### config.mk
export PLATFORM = sky130hd
export DESIGN_NAME = cs_stage
export DESIGN_NICKNAME = d
export VERILOG_FILES = /design/src/sv/cordic_sine_cosine_unit_defines.svh /design/src/sv/cs_pkg.sv /design/src/sv/cs_stage.sv
export SDC_FILE = /design/constraint.sdc
export NUM_CORES = 1
export LEC_CHECK = 0
export BUFFER_PORTS_ARGS = -buffer_cell sky130_fd_sc_hd__buf_2
export CAP_MARGIN = 10
export CORE_MARGIN = 2
export CORE_UTILIZATION = 58
export CTS_BUF_LIST = sky130_fd_sc_hd__clkbuf_16
export DETAILED_ROUTE_END_ITERATION = 16
export PLACE_DENSITY = 0.93
export SLEW_MARGIN = 20
export SYNTH_ARGS = -nofsm -noshare
export SYNTH_HDL_FRONTEND = slang
export SYNTH_SLANG_ARGS = --single-unit
### constraint.sdc
create_clock -name clk -period 5.6 [get_ports clk]
set_input_delay 1.12 -clock clk [delete_from_list [all_inputs] [get_ports clk]]
set_output_delay 1.12 -clock clk [all_outputs]
set_load 0.02 [all_outputs]
### src/sv/cordic_sine_cosine_unit_defines.svh
// ----------------------------------------------------------------------------
// CORDIC sine/cosine unit assertion macros
// Concurrent assertion shorthands clocked on clk and disabled during rst.
// ----------------------------------------------------------------------------
`ifndef CORDIC_SINE_COSINE_UNIT_DEFINES_SVH
`define CORDIC_SINE_COSINE_UNIT_DEFINES_SVH

// Consequent must hold in the same cycle as the antecedent.
`define CSU_ASSERT_NOW(label, ante, cons, msg) \
  label: assert property (@(posedge clk) disable iff (rst) (ante) |-> (cons)) \
    else $error(msg);

// Consequent must hold in the cycle after the antecedent.
`define CSU_ASSERT_NEXT(label, ante, cons, msg) \
  label: assert property (@(posedge clk) disable iff (rst) (ante) |=> (cons)) \
    else $error(msg);

`endif

### src/sv/cs_pkg.sv
// ----------------------------------------------------------------------------
// CORDIC sine/cosine package
// Shared control type, fixed-point constants and elaboration-time helpers
// for the arctangent table.
// ----------------------------------------------------------------------------
package cs_pkg;

  localparam int COUNT_WIDTH = 6;
  localparam logic [COUNT_WIDTH-1:0] COUNT_RESET = 6'd16;
  localparam int IO_WIDTH = 32;

  localparam logic [63:0] INV_GAIN_Q64   = 64'h9B74_EDA8_435E_5A68;
  localparam logic [63:0] QUARTER_PI_Q64 = 64'hC90F_DAA2_2168_C235;

  typedef struct packed {
    logic                   advance;
    logic [COUNT_WIDTH-1:0] count;
  } cs_ctrl_t;

  // floor(2^p / d) by restoring long division, d below 256
  function automatic logic [63:0] pow2_div(input int unsigned p, input int unsigned d);
    logic [63:0] num;
    logic [63:0] quo;
    logic [8:0]  rem;
    num = 64'd1 << p;
    quo = '0;
    rem = '0;
    for (int i = 63; i >= 0; i--) begin
      rem = {rem[7:0], num[i]};
      if (rem >= 9'(d)) begin
        rem = rem - 9'(d);
        quo[i] = 1'b1;
      end
    end
    return quo;
  endfunction

  // atan(2^-k) as unsigned Q0.64, odd power series for k above zero
  function automatic logic [63:0] atan_q64(input int unsigned k);
    logic [63:0] sum;
    int unsigned odd;
    int unsigned e;
    sum = '0;
    if (k == 0) begin
      return QUARTER_PI_Q64;
    end
    if (k >= 64) begin
      return 64'd0;
    end
    for (int m = 0; m < 32; m++) begin
      odd = 2 * m + 1;
      e = k * odd;
      if (e < 64) begin
        if (m[0]) begin
          sum = sum - pow2_div(64 - e, odd);
        end else begin
          sum = sum + pow2_div(64 - e, odd);
        end
      end
    end
    return sum;
  endfunction

  // round half up of q / 2^s, wrapping at 64 bits
  function automatic logic [63:0] round_shift(input logic [63:0] q, input int unsigned s);
    logic [63:0] t;
    t = q + (64'd1 << (s - 1));
    return t >> s;
  endfunction

endpackage

### src/sv/cs_stage.sv
// ----------------------------------------------------------------------------
// CORDIC micro-rotation stage
// One registered rotation step K, pass-through from the count on: by the sign
// of residual angle z, shift-add x, y, and subtract or add the table arctangent.
// ----------------------------------------------------------------------------
module cs_stage #(
  parameter int K = 0,
  parameter int W = 32
) (
  input  logic                   clk,
  input  logic                   rst,
  input  cs_pkg::cs_ctrl_t       ctrl,
  input  logic                   in_valid,
  input  logic signed [W-1:0]    in_x,
  input  logic signed [W-1:0]    in_y,
  input  logic signed [W-1:0]    in_z,
  output logic                   out_valid,
  output logic signed [W-1:0]    out_x,
  output logic signed [W-1:0]    out_y,
  output logic signed [W-1:0]    out_z
);
  import cs_pkg::*;

  localparam int          ROM_SHIFT = 67 - W;
  localparam logic [63:0] ATAN_WIDE = round_shift(atan_q64(K), ROM_SHIFT);
  localparam logic signed [W-1:0] ATAN = ATAN_WIDE[W-1:0];

  logic                active;
  logic signed [W-1:0] xs;
  logic signed [W-1:0] ys;
  logic signed [W-1:0] x_next;
  logic signed [W-1:0] y_next;
  logic signed [W-1:0] z_next;

  assign active = 7'(K) < {1'b0, ctrl.count};
  assign xs = in_x >>> K;
  assign ys = in_y >>> K;

  always_comb begin
    x_next = in_x;
    y_next = in_y;
    z_next = in_z;
    if (active) begin
      if (!in_z[W-1]) begin
        x_next = in_x - ys;
        y_next = in_y + xs;
        z_next = in_z - ATAN;
      end else begin
        x_next = in_x + ys;
        y_next = in_y - xs;
        z_next = in_z + ATAN;
      end
    end
  end

  always_ff @(posedge clk) begin
    if (rst) begin
      out_valid <= 1'b0;
    end else if (ctrl.advance) begin
      out_valid <= in_valid;
    end
  end

  always_ff @(posedge clk) begin
    if (ctrl.advance) begin
      out_x <= x_next;
      out_y <= y_next;
      out_z <= z_next;
    end
  end

endmodule

==> run summary, run 1 <==
Mapped Nets = 1541
kind of critical path = in2reg
Final Hold Viols = 0
area of the multi-input gates = 6928 um2
diode count = 0
maxcap violations = 0
Fmax achieved = 213.9 MHz
EDFF count, synth = 96
setup violators final = 0
Longest Clk Path Bufs = 2
Clock transition at path regs = 80 ps
Mapped Cells = 1302
placed insts = 1678
PortBufs = 202
PwrDens = 241.0 nW/um2
share of layout cells above drive strength 1 = 17.00%
post-synthesis async set-or-reset flop share = 0%
setup repair after global routing missed its margin = no
Leakage = 5.365 nW
CP Max Fanout = 10
Hold Crit Class = reg2reg
commonest non-fill, non-tap cells in the layout = buf_2, a21oi_1, nor2_1
Root Buffer = clkbuf_16
Syn Area/Cell = 8.074 um2
H-tree depth = 3
synthesis warning total = 0
# clock sinks = 97
DIE HEIGHT = 138.6 um
GRT Util Overall = 30.88%
ordered cell list for the critical path = buf_2 > inv_1 > ha_1 > and2_1 > a221oi_1 > o2bb2ai_1 > nor3_1 > o211ai_1 > a221oi_1 > o21bai_1 > a311oi_1 > xor2_1 > nand2_1 > xnor2_1
commonest non-fill, non-tap cell in the layout = buf_2
register area = 2903 um2
placed inst area = 11580 um2
largest net degree at the start of global routing = 59
FP Rows = 49
outcome = finished clean
Critical Path AT = 4780 ps
grt total ovfl = 0
Initial Util = 58.72%
DRC violations left = 0
slowest CP cell = a221oi_1
Area Growth Syn to Fin = 12.93%
cell area after layout = 11870 um2
CTS tree = built
Setup TNS Final = 0 ps
DR pass1 iterations = 7
Synth Area in Simple Gates = 15.41%
Post-Synth XOR/XNOR Area = 7.165%
post-synthesis sequential area ratio = 27.61%
Via density = 6.164
vias = 10440
Filler cells = 1526
#FFs+latches synth = 97
total power = 0.002861 W
DPL Wire Length = 23330 um
I/O pin count = 203
Routed Antenna Nets = 0
Worst Hold Depth = 2
clock latency on the worst-skew pair = 360 ps
Setup Buffers After CTS = 0
final std cells w/o fill = 1694
Main synth FF type = edfxtp_1
gpl congestion = 0.9575
wire length per cell = 18.05 um
Core Area = 17900 um2
global-route wire length before repair = 48850 um
die area = 19220 um2
Worst Tran Pin Value = 999.2 ps
total CTS buffers = 9
CP dominant cell by count = a221oi_1
Syn Std Cell Area = 10510 um2
antenna violations before repair = 0
Min Hold Slack = 537.1 ps
largest family of logic cells by synthesized area = compound AO/OA/AOI/OAI gates
critical path startpoint category = input pin
post-synthesis mux area share = 1.535%
peak supply drop = 146.8 uV
fin crit share = 83.49%
Distinct cells, synth = 69
Chip Width = 138.6 um
r2r worst-path depth = 2
Slew HR = 33.39%
Iter 0 DRT Violations = 1178
Synth Area in Adders = 16.04%
vias in the first global route = 9592
CP required = 5710 ps
CP max stage delay = 680 ps
Compound-Gate Fraction of Synth Area = 25.61%
Post-CTS Resized = 0
clk_skew = 0 ps
wirelength, routed = 30580 um
Slew Viols, Final = 0
crit path capture type = register
crit path time final = 4675 ps
fin nets = 1699
CTS Hold Bufs = 0
==> logic make-up (layout without fill, tap and decap cells) <==
logic type	Yosys count	after routing
AOI/OAI and AO/OA	439	439
and+or+nand+nor	365	365
buffers and inverters	166	329
adders and majority gates	133	133
DFF	97	97
xor gates and xnor gates	86	86
muxes	16	16
==> through the flow <==
step | util (%) | setup WS [ps]
final | 66.31 | 924.5
after global routing | 66.31 | 702.9
after CTS | 66.31 | 1055
after detailed placement | 64.71 | 685.5
after global placement | 64.71 | 863.1
after floorplan | - | 886.7
==> routing by layer <==
metal	routed length (um)	track usage (%)
met1	13050	43.75
met2	13940	49.40
met3	2948	5.110
met4	649	8.187
met5	0	0
==> power breakdown <==
part	internal [W]	switching, W	total, W
sequential	0.000960	0.0000333	0.000993
clock	0.000312	0.000320	0.000632
combinational	0.000460	0.000776	0.00124
total	0.00173	0.00113	0.00286
==> path summary, 6_finish.rpt <==
kind,slack (ps),from,end
setup / recovery,920,in_x[12],out_y[31]
hold / removal,540,out_valid,out_valid
setup reg to reg,4990,out_valid,out_valid
hold reg to reg,540,out_valid,out_valid
==> registers in the layout (all words and copies together), names as in the netlist <==
name,cells
out_valid,1
out_y,32
out_x,32
out_z,32
==> synth_stat cells, drive strengths merged, types with 4 or more instances <==
| cell | count | area (um2) |
|---|---|---|
| ha | 130 | 1627 |
| edfxtp | 96 | 2883 |
| nand4 | 7 | 43.79 |
| or3 | 8 | 55.05 |
| and2 | 9 | 56.30 |
| or2 | 5 | 31.28 |
| o31ai | 15 | 112.6 |
| a22oi | 5 | 37.54 |
| nor4 | 4 | 25.02 |
| o22ai | 4 | 25.02 |
| a211o | 8 | 70.07 |
| nand2 | 91 | 341.6 |
| nor2b | 8 | 50.05 |
| a31oi | 14 | 87.58 |
| inv | 99 | 371.6 |
| nor3 | 30 | 150.1 |
| clkbuf | 37 | 138.9 |
| xor2 | 22 | 192.7 |
| buf | 28 | 177.7 |
| a221oi | 8 | 70.07 |
| and3 | 8 | 50.05 |
| nor2 | 154 | 578.1 |
| a41oi | 4 | 35.03 |
| o21ai | 94 | 470.5 |
| a211oi | 12 | 90.09 |
| o211ai | 12 | 95.09 |
| nand3 | 24 | 120.1 |
| mux2i | 15 | 150.1 |
| a2111oi | 4 | 35.03 |
| a21o | 29 | 219.0 |
| o21bai | 20 | 150.1 |
| xnor2 | 64 | 560.5 |
| a311oi | 4 | 35.03 |
| nand2b | 11 | 68.82 |
| o21a | 8 | 67.56 |
| a21oi | 175 | 879.6 |
==> worst max-delay path: cells and delay by family <==
| kind | cells | cell delay (ps) |
|---|---|---|
| AND/OR/NAND/NOR | 3 | 630 |
| XOR/XNOR | 2 | 330 |
| buffers and inverters | 2 | 170 |
| adder cells (fa/ha/maj) | 1 | 440 |
| AO/OA/AOI/OAI | 6 | 2120 |
==> cell type report <==
type	count	share of cell area (%)
Clock buffer	9	1.897
Clock inverter	7	0.5164
Inverter	101	3.194
Multi-Input combinational cell	1039	58.36
Sequential cell	97	24.45
Tap cell	229	2.414
Timing Repair Buffer	212	9.169
(Power assumes the default switching activity.)
==> run 2: changes to the inputs <==
==> constraint.sdc (replaced) <==
create_clock -name clk -period 4.5 [get_ports clk]
set_input_delay 0.9 -clock clk [delete_from_list [all_inputs] [get_ports clk]]
set_output_delay 0.9 -clock clk [all_outputs]
set_load 0.02 [all_outputs]
==> run summary, run 2 (synthesis results as in run 1) <==
CTS Hold Bufs = 0 (unchanged)
I/O pin count = 203 (unchanged)
Core Area = 17900 um2 (unchanged)
fin nets = 1730 (+1.8%)
H-tree depth = 3 (unchanged)
global-route wire length before repair = 50000 um (+2.3%)
CP Max Fanout = 5 (-5)
wirelength, routed = 31070 um (+1.6%)
Setup TNS Final = 0 ps (unchanged)
vias = 10460 (+0.19%)
Via density = 6.065 (-1.6%)
Iter 0 DRT Violations = 1139 (-3.3%)
Clock transition at path regs = 80 ps (about the same)
clock latency on the worst-skew pair = 350 ps (about the same)
register area = 2903 um2 (unchanged)
Final Hold Viols = 0 (unchanged)
DRC violations left = 0 (unchanged)
Setup Buffers After CTS = 0 (unchanged)
commonest non-fill, non-tap cells in the layout = buf_2, a21oi_1, nor2_1
CTS tree = built
Filler cells = 1545 (+1.2%)
Critical Path AT = 4210 ps (-570 ps)
kind of critical path = in2reg
Regs by FF count = out_x: 32 flops, out_y: 32 flops, out_z: 32 flops
Fmax achieved = 243.1 MHz
placed insts = 1709 (+1.8%)
Initial Util = 58.72% (unchanged)
gr busiest metal = met2
largest net degree at the start of global routing = 86 (+46%)
FP Rows = 49 (unchanged)
Slew HR = 45.09% (+12 points)
crit path capture type = register
# clock sinks = 97 (unchanged)
final std cells w/o fill = 1725 (+1.8%)
DIE HEIGHT = 138.6 um (unchanged)
DR pass1 iterations = 5 (-2)
outcome = finished clean
PortBufs = 202 (unchanged)
clk_skew = 0 ps (unchanged)
pre-CTS setup slack = 150.5 ps (-535.0 ps)
setup ws final = 387.1 ps (-537.4 ps)
GRT met3 Usage = 4.662% (-0.45 points)
Worst Tran Pin Value = 802.9 ps (-196.3 ps)
PwrDens = 296.3 nW/um2 (+23%)
Hold Crit Class = reg2reg
met1 global-route usage = 42.81% (-0.94 points)
commonest non-fill, non-tap cell in the layout = buf_2
area of the multi-input gates = 6928 um2 (unchanged)
grt total ovfl = 0 (unchanged)
Chip Width = 138.6 um (unchanged)
wire length per cell = 18.01 um (-0.22%)
setup violators final = 0 (unchanged)
Routed Antenna Nets = 0 (unchanged)
final core occ = 67.61% (+1.3 points)
crit path time final = 4113 ps
vias in the first global route = 10090 (+5.2%)
Longest Clk Path Bufs = 2 (unchanged)
Post-CTS Resized = 0 (unchanged)
DPL Wire Length = 24130 um (+3.5%)
total CTS buffers = 9 (unchanged)
die area = 19220 um2 (unchanged)
antenna violations before repair = 0 (unchanged)
CP required = 4600 ps (-1110 ps)
Min Hold Slack = 502.0 ps (-35.10 ps)
Root Buffer = clkbuf_16
diode count = 0 (unchanged)
share of layout cells above drive strength 1 = 18.72% (+1.7 points)
GR Layer Usage met2 = 51.77% (+2.4 points)
critical path startpoint category = input pin
setup repair after global routing missed its margin = no
Area Growth Syn to Fin = 15.13%
maxcap violations = 0 (unchanged)
Leakage = 5.502 nW (+2.6%)
peak supply drop = 227.4 uV (+55%)
fin crit share = 91.40%
gpl congestion = 0.9923 (+3.6%)
GRT Util Overall = 31.29% (+0.41 points)
Slew Viols, Final = 0 (unchanged)
## run 2: changes by cell type in the layout (fill, tap and decap cells not counted), sizes merged
cell	before	now
inv	103	102
clkinvlp	0	4
buf	212	243
clkinv	5	2
## run 2: area by class of cell
type                            count  share of cell area, %
Clock buffer                        9                  1.861
Sequential cell                    97                  23.98
Multi-Input combinational cell   1039                  57.24
Timing Repair Buffer              243                  10.95
Tap cell                          229                  2.367
Clock inverter                      7                 0.4652
Inverter                          101                  3.132
## run 2: where the power goes
part	total (W)	internal [W]	switching, W
Combinational	0.00159	0.000604	0.000981
Sequential	0.00123	0.00119	0.0000407
Clock	0.000766	0.000382	0.000384
Total	0.00359	0.00218	0.00141
## run 2: metal layers
metal,vias up,routed length [um]
met5,-,0
met4,0,704
met3,65,2691
met2,567,14440
met1,4806,13240
li1,5024,-
## run 2: worst max-delay path, stage by stage
cell and delay, ps:
buf_2 120, inv_1 50, ha_1 350, and2_1 240, a221oi_1 620, o2bb2ai_1 170, nor3_1 250, o211ai_1 180
a221oi_1 320, buf_4 200, o21bai_1 100, a311oi_1 320, xor2_1 170, nand2_1 80, xnor2_1 140
## run 2: per-stage QoR
step	instance area, um2	total power [W]
finish	12100	0.003586
global placement	11820	0.002767
CTS	12100	0.003571
floorplan	10510	0.002304
detailed placement	11820	0.002804
global route	12100	0.003772
## run 2: worst paths after layout
path / startpoint / to / slack [ps] / cells after the start
worst max-delay path: in_x[12] / out_y[31] / 390 / 15
worst min-delay path: out_valid / out_valid / 500 / 2
worst max register to register: out_valid / out_valid / 3900 / 2
worst min register to register: out_valid / out_valid / 500 / 2
